===== src/design/olist_pkg.sv =====
`default_nettype none

package olist_pkg;

   localparam int LIST_DEPTH_DEF = 16;

   localparam int KEY_W    = 32;
   localparam int OP_W     = 2;
   localparam int STATUS_W = 2;
   localparam int POS_W    = 4;
   localparam int COUNT_W  = 5;

   localparam int REQ_DATA_W = 72;
   localparam int RSP_DATA_W = 16;

   typedef enum logic [OP_W-1:0] {
      OP_APPEND  = 2'd0,
      OP_FIND    = 2'd1,
      OP_REPLACE = 2'd2,
      OP_REMOVE  = 2'd3
   } op_type;

   typedef enum logic [STATUS_W-1:0] {
      ST_OK       = 2'd0,
      ST_NOTFOUND = 2'd1,
      ST_FULL     = 2'd2
   } status_type;

   // per-cell control for one cycle
   typedef struct packed {
      logic capture;   // latch compare result against the incoming key
      logic load;      // take the broadcast write value
      logic shift;     // take the right-hand neighbor's value
   } cell_ctl_type;

endpackage

`default_nettype wire


===== src/design/olist_cell.sv =====
`default_nettype none

module olist_cell #(
   parameter int CELL_INDEX = 0,
   parameter int CNT_W      = 5
) (
   input  wire logic                      clock,
   input  wire olist_pkg::cell_ctl_type   ctl,
   input  wire logic [olist_pkg::KEY_W-1:0] cmp_key,
   input  wire logic [CNT_W-1:0]          count,
   input  wire logic [olist_pkg::KEY_W-1:0] wr_data,
   input  wire logic [olist_pkg::KEY_W-1:0] next_data,
   output logic      [olist_pkg::KEY_W-1:0] data,
   output logic                           match
);
   import olist_pkg::*;

   localparam logic [CNT_W-1:0] MY_INDEX = CNT_W'(CELL_INDEX);

   logic [KEY_W-1:0] data_ff;
   logic [KEY_W-1:0] data_in;
   logic             match_ff;
   logic             match_in;

   // only entries below the fill count take part in a search
   assign match_in = (data_ff == cmp_key) && (MY_INDEX < count);

   always_comb begin
      data_in = data_ff;
      if (ctl.load) begin
         data_in = wr_data;
      end else if (ctl.shift) begin
         data_in = next_data;
      end
   end

   always_ff @(posedge clock) begin
      data_ff <= data_in;
      if (ctl.capture) begin
         match_ff <= match_in;
      end
   end

   assign data  = data_ff;
   assign match = match_ff;

endmodule

`default_nettype wire


===== src/design/olist_resolve.sv =====
`default_nettype none

module olist_resolve #(
   parameter int DEPTH = 16,
   parameter int IDX_W = 4
) (
   input  wire logic [DEPTH-1:0] match_vec,
   output logic      [DEPTH-1:0] first_hot,
   output logic      [DEPTH-1:0] shift_mask,
   output logic      [IDX_W-1:0] first_idx,
   output logic                  any_match
);
   import olist_pkg::*;

   logic [DEPTH-1:0] dec_vec;

   // m-1 clears the lowest set bit and sets all bits below it
   assign dec_vec    = match_vec - DEPTH'(1);
   assign first_hot  = match_vec & ~dec_vec;
   // cells at or above the first match close the gap on remove
   assign shift_mask = ~(match_vec ^ dec_vec) | first_hot;
   assign any_match  = |match_vec;

   always_comb begin
      first_idx = '0;
      for (int i = 0; i < DEPTH; i++) begin
         if (first_hot[i]) begin
            first_idx = first_idx | IDX_W'(i);
         end
      end
   end

endmodule

`default_nettype wire


===== src/design/ordered_value_list.sv =====
// Bounded ordered list of signed 32-bit values held in a row of LIST_DEPTH
// cells. A request transaction carries an operation (append, find, replace
// first match, remove first match) and returns one response transaction with
// status, position and the entry count after the operation. On acceptance of
// a request every cell compares its entry against the key in parallel and
// latches the result; once the response register is free, the first match
// is picked out, the cells are updated (remove shifts every cell above the
// match down by one in the same update) and the response is registered.
// A new request is taken only after the previous one has been executed.
// Positions wider than 4 bits and counts wider than 5 bits are reported in
// their low bits.
`default_nettype none

module ordered_value_list #(
   parameter int LIST_DEPTH = olist_pkg::LIST_DEPTH_DEF
) (
   input  wire logic                                 clock,
   input  wire logic                                 reset,
   input  wire logic                                 req_tvalid,
   output logic                                      req_tready,
   // [1:0] opcode, [33:2] key_value, [65:34] new_value, [71:66] zero
   input  wire logic [olist_pkg::REQ_DATA_W-1:0]     req_tdata,
   output logic                                      rsp_tvalid,
   input  wire logic                                 rsp_tready,
   // [1:0] status, [5:2] position, [10:6] entry_count, [15:11] zero
   output logic      [olist_pkg::RSP_DATA_W-1:0]     rsp_tdata
);
   import olist_pkg::*;

   localparam int IDX_W  = $clog2(LIST_DEPTH);
   localparam int CNT_W  = $clog2(LIST_DEPTH + 1);
   localparam int PWIDE  = (IDX_W > POS_W) ? IDX_W : POS_W;
   localparam int CWIDE  = (CNT_W > COUNT_W) ? CNT_W : COUNT_W;
   localparam logic [CNT_W-1:0] FULL_COUNT = CNT_W'(LIST_DEPTH);

   typedef enum logic {
      S_IDLE,
      S_EXEC
   } state_type;

   state_type          state_ff;
   logic [CNT_W-1:0]   count_ff;
   op_type             op_ff;
   logic [KEY_W-1:0]   key_ff;
   logic [KEY_W-1:0]   new_ff;
   logic               rsp_valid_ff;
   status_type         rsp_status_ff;
   logic [POS_W-1:0]   rsp_pos_ff;
   logic [COUNT_W-1:0] rsp_count_ff;

   logic [KEY_W-1:0]   req_key;
   logic [KEY_W-1:0]   req_new;
   op_type             req_op;
   logic               req_fire;
   logic               exec_go;

   cell_ctl_type       cell_ctl [LIST_DEPTH];
   logic [KEY_W-1:0]   cell_data [LIST_DEPTH];
   logic [LIST_DEPTH-1:0] match_vec;
   logic [LIST_DEPTH-1:0] first_hot;
   logic [LIST_DEPTH-1:0] shift_mask;
   logic [IDX_W-1:0]   first_idx;
   logic               any_match;
   logic [KEY_W-1:0]   wr_data;

   status_type         status_in;
   logic [CNT_W-1:0]   count_in;
   logic [PWIDE-1:0]   pos_wide;
   logic [CWIDE-1:0]   count_wide;

   assign req_op   = op_type'(req_tdata[OP_W-1:0]);
   assign req_key  = req_tdata[OP_W +: KEY_W];
   assign req_new  = req_tdata[OP_W+KEY_W +: KEY_W];

   // no transaction is taken while reset is held
   assign req_tready = (state_ff == S_IDLE) && !reset;
   assign req_fire   = req_tvalid && req_tready;
   assign exec_go    = (state_ff == S_EXEC) && (!rsp_valid_ff || rsp_tready);

   assign wr_data = (op_ff == OP_APPEND) ? key_ff : new_ff;

   always_comb begin
      for (int i = 0; i < LIST_DEPTH; i++) begin
         cell_ctl[i].capture = req_fire;
         cell_ctl[i].load    = 1'b0;
         cell_ctl[i].shift   = 1'b0;
         if (exec_go) begin
            case (op_ff)
               OP_APPEND: begin
                  cell_ctl[i].load = (count_ff == CNT_W'(i));
               end
               OP_REPLACE: begin
                  cell_ctl[i].load = first_hot[i];
               end
               OP_REMOVE: begin
                  cell_ctl[i].shift = any_match && shift_mask[i];
               end
               default: begin
               end
            endcase
         end
      end
   end

   for (genvar g = 0; g < LIST_DEPTH; g++) begin : g_cell
      logic [KEY_W-1:0] next_w;
      if (g == LIST_DEPTH - 1) begin : g_last
         assign next_w = cell_data[g];
      end else begin : g_mid
         assign next_w = cell_data[g+1];
      end
      olist_cell #(
         .CELL_INDEX (g),
         .CNT_W      (CNT_W)
      ) u_cell (
         .clock     (clock),
         .ctl       (cell_ctl[g]),
         .cmp_key   (req_key),
         .count     (count_ff),
         .wr_data   (wr_data),
         .next_data (next_w),
         .data      (cell_data[g]),
         .match     (match_vec[g])
      );
   end

   olist_resolve #(
      .DEPTH (LIST_DEPTH),
      .IDX_W (IDX_W)
   ) u_resolve (
      .match_vec  (match_vec),
      .first_hot  (first_hot),
      .shift_mask (shift_mask),
      .first_idx  (first_idx),
      .any_match  (any_match)
   );

   always_comb begin
      status_in = ST_OK;
      count_in  = count_ff;
      pos_wide  = '0;
      if (op_ff == OP_APPEND) begin
         if (count_ff == FULL_COUNT) begin
            status_in = ST_FULL;
         end else begin
            pos_wide = PWIDE'(count_ff);
            count_in = count_ff + CNT_W'(1);
         end
      end else if (!any_match) begin
         status_in = ST_NOTFOUND;
      end else begin
         pos_wide = PWIDE'(first_idx);
         if (op_ff == OP_REMOVE) begin
            count_in = count_ff - CNT_W'(1);
         end
      end
      count_wide = CWIDE'(count_in);
   end

   always_ff @(posedge clock) begin
      if (reset) begin
         state_ff     <= S_IDLE;
         count_ff     <= '0;
         rsp_valid_ff <= 1'b0;
      end else begin
         if (rsp_valid_ff && rsp_tready) begin
            rsp_valid_ff <= 1'b0;
         end
         case (state_ff)
            S_IDLE: begin
               if (req_fire) begin
                  state_ff <= S_EXEC;
               end
            end
            S_EXEC: begin
               if (exec_go) begin
                  state_ff     <= S_IDLE;
                  count_ff     <= count_in;
                  rsp_valid_ff <= 1'b1;
               end
            end
            default: begin
               state_ff <= S_IDLE;
            end
         endcase
      end
      if (req_fire) begin
         op_ff  <= req_op;
         key_ff <= req_key;
         new_ff <= req_new;
      end
      if (exec_go) begin
         rsp_status_ff <= status_in;
         rsp_pos_ff    <= pos_wide[POS_W-1:0];
         rsp_count_ff  <= count_wide[COUNT_W-1:0];
      end
   end

   assign rsp_tvalid = rsp_valid_ff;
   assign rsp_tdata  = {5'd0, rsp_count_ff, rsp_pos_ff, rsp_status_ff};

endmodule

`default_nettype wire


===== config.mk =====
export PLATFORM = sky130hd
export DESIGN_NAME = ordered_value_list
export DESIGN_NICKNAME = d
export VERILOG_FILES = /design/src/design/olist_pkg.sv /design/src/design/olist_cell.sv /design/src/design/olist_resolve.sv /design/src/design/ordered_value_list.sv
export SDC_FILE = /design/constraint.sdc
export NUM_CORES = 1
export LEC_CHECK = 0
export BUFFER_PORTS_ARGS = -buffer_cell sky130_fd_sc_hd__buf_2
export CAP_MARGIN = 15
export CORE_AREA = 2 2 232 234
export DETAILED_ROUTE_END_ITERATION = 8
export DIE_AREA = 0 0 234 236
export HOLD_SLACK_MARGIN = 0.02
export PLACE_DENSITY = 0.77
export SLEW_MARGIN = 20
export SYNTH_ARGS = -nofsm -noshare
export SYNTH_HDL_FRONTEND = slang
export SYNTH_SLANG_ARGS = --single-unit

===== constraint.sdc =====
create_clock -name clock -period 4.95 [get_ports clock]
set_clock_uncertainty 0.15 [all_clocks]
set_input_delay 0.2475 -clock clock [delete_from_list [all_inputs] [get_ports clock]]
set_output_delay 0.2475 -clock clock [all_outputs]
set_load 0.1 [all_outputs]

==> impl_metrics.json <==
{
  "rsz0062_at_grt": "no",
  "cts_root_buffer": "clkbuf_16",
  "routed_wl_mm": 98.6,
  "die_w_um": 234,
  "htree_levels": 2,
  "grt_max_degree": 66,
  "worstRegToRegCells": 7,
  "synth_top_cell_by_area": "edfxtp_1",
  "grtUsageMet3_pct": 10.3,
  "gr-total-overflow": 0,
  "drive_gt1_share_pct": 14.6,
  "ys.flop_type": "edfxtp_1",
  "crit_path_end_kind": "flip-flop",
  "cts_tree": "yes",
  "synthDistinctLibCells": 70,
  "clockBufferDepth": 3,
  "n_antenna_cell": 0,
  "num_io_pins": 94,
  "worst-slew-pin-transition_ns": 1.06,
  "row_count": 85,
  "dp_slack_ns": 1.37,
  "dieHeight_um": 236,
  "hold_class": "in2reg",
  "area_growth_pct": 11.0,
  "route.vias.total": 22400,
  "drt_iter0_markers": 3621,
  "maxCapViolations": 0,
  "fin_crit_sh_pct": 73.4,
  "final_antenna_net_count": 0,
  "finalSetupViolCount": 0,
  "drc_errors": 0,
  "fin_ws_ns": 1.32,
  "p_leak_uw": 0.0118,
  "antenna_found_initial": 1,
  "holdPathEnd": "key_ff[3]$_DFFE_PP_",
  "holdBufCountCts": 45,
  "finalMaxSlewViolations": 0,
  "timing.final.crit_period_ns": 3.63,
  "yosys_warnings": 0,
  "clk_pin_slew_ns": 0.06,
  "ys_ff_latch": 612,
  "r2r_end": "g_cell[14].u_cell.data[14]$_DFFE_PP_",
  "initial_core_util_pct": 59.1,
  "status": "finished, final reports clean",
  "globalRouteTotalUtil_pct": 35.5,
  "hold_violations": 0,
  "start_kind": "flip-flop",
  "reg2reg_setup_slack_ns": 1.32,
  "io_buffers": 82,
  "post_cts.repair.setup_buffers": 0,
  "dp_hpwl_mm": 66.7,
  "layout_common_cells": "edfxtp_1, nor2_1, a21oi_1",
  "avgSynthCellArea_um2": 11.8,
  "synth_edf_count": 605,
  "min_from": "req_tdata[5]",
  "use_met1_pct": 51.8,
  "p_per_area_nw_per_um2": 323,
  "syn-instance-count": 2648,
  "timing.rr.start": "g_cell[0].u_cell.match$_DFFE_PP_",
  "worst-path-max-fanout": 33,
  "grt_pass1_vias": 21100,
  "top_usage_layer": "met1",
  "worstPathRequired_ns": 5.09,
  "startpoint": "g_cell[0].u_cell.match$_DFFE_PP_",
  "first_pass_iters": 5,
  "synthTopCellsByArea": "edfxtp_1, xor2_1, a21oi_1, xnor2_1, nor2_1",
  "grt_pass1_wl_mm": 141,
  "insertion_delay_ns": 0.66,
  "syn_area_um2": 31400,
  "cts_buffers": 61,
  "fin_tns_setup_ns": 0,
  "dieArea_um2": 55200,
  "met2_usage_pct": 49.7,
  "gp_routability_congestion": 0.994,
  "synth_top_area_share_pct": 57.9,
  "whs_ns": 0.0760,
  "layout_commonest_cell": "edfxtp_1",
  "holdPathStages": 1,
  "worstPathArrival_ns": 3.77,
  "vdd.ir_drop.worst_mv": 0.302,
  "finalNetCount": 2787,
  "avgViaCountPerCell": 6.49,
  "wire_per_inst_um": 28.6,
  "design.core.area_um2": 53100,
  "synth_async_sr_flop_share_pct": 0,
  "cts_resized": 0,
  "max-slew-margin-rel_pct": 27.6,
  "cts.sinks": 612,
  "path_class": "reg2reg",
  "fmax_mhz": 275,
  "seq_area_frac_synth_pct": 58.3
}
worst max-delay path, cell delays in order (launching register included):
cell and delay, ns:
edfxtp_1 0.55, nor4_4 0.31, buf_4 0.23, nand4_1 0.15, o22ai_1 0.26, nand3_2 0.84
o21ai_4 0.25, buf_4 0.49
synth_stat cells (11+ instances only):
cell type  instances
nand2_1           20
nand4_1           65
edfxtp_1         605
mux2i_1           32
nand3_1           31
xor2_1           339
inv_1             42
buf_2             55
mux2_4            29
clkbuf_1         115
buf_4             11
o21bai_1          12
xnor2_1          173
mux2_2            93
nor2_1           380
nor4_1            91
a21oi_1          378
buf_1             31
o21ai_0           12
nor3_1            25
metrics by stage:
step / total power, µW / area [µm²] / instances / utilization (%)
3_3_place_gp: 6840 / 32500 / 3293 / 61.3
6_report: 11200 / 34800 / 3449 / 65.6
2_1_floorplan: 6490 / 31400 / 2652 / -
3_5_place_dp: 6860 / 32500 / 3293 / 61.3
4_1_cts: 11200 / 34800 / 3449 / 65.6
5_1_grt: 11500 / 34800 / 3449 / 65.6
how the worst max path moves through the flow:
stage / slack [ns] / to / cells after the start
final: 1.32 / g_cell[14].u_cell.data[14]$_DFFE_PP_ / 7
after global routing: 1.16 / g_cell[14].u_cell.data[26]$_DFFE_PP_ / 7
after CTS: 1.37 / g_cell[14].u_cell.data[14]$_DFFE_PP_ / 7
after detailed placement: 1.37 / g_cell[14].u_cell.data[15]$_DFFE_PP_ / 7
after global placement: 1.37 / g_cell[14].u_cell.data[4]$_DFFE_PP_ / 7
after floorplan: 0.34 / g_cell[14].u_cell.data[0]$_DFFE_PP_ / 6
state kept, by name (all words and copies together) (netlist names):
register and cells:
g_cell.u_cell.data 512, key_ff 32, op_ff 2, g_cell.u_cell.match 16, state_ff 1, rsp_pos_ff 4, rsp_tvalid 1, rsp_count_ff 5
count_ff 5, rsp_status_ff 2, new_ff 32
layout make-up:
cell class / count / area [µm²]
Clock inverter: 38 / 265
Inverter: 43 / 161
Timing Repair Buffer: 209 / 1490
Tap cell: 696 / 871
Multi-Input combinational cell: 1778 / 12200
Sequential cell: 612 / 18300
Fill cell: 3881 / 18200
Clock buffer: 73 / 1570
layer usage:
metal  vias to the layer above  wire, µm  part of all wire (%)
met5                         -        19                 0.019
met4                         2      5100                   5.2
met3                       291     15100                    15
met2                      1695     41200                    42
met1                     10800     37200                    38
li1                       9575         -                     -
kinds of logic after synthesis:
kind of cell / share of synthesized area (%)
AOI/OAI and AO/OA: 7.53
buffers and inverters: 3.74
muxes: 6.00
other: 0.0120
xor gates and xnor gates: 14.3
DFF: 58.3
adders and majority gates: 0.239
and+or+nand+nor: 9.85
where the power goes:
group | internal [µW] | switching, µW | total (µW)
Combinational | 285 | 705 | 990
Clock | 2370 | 2050 | 4420
Sequential | 5770 | 68.2 | 5840
Total | 8420 | 2830 | 11200
(Power assumes the default switching activity.)
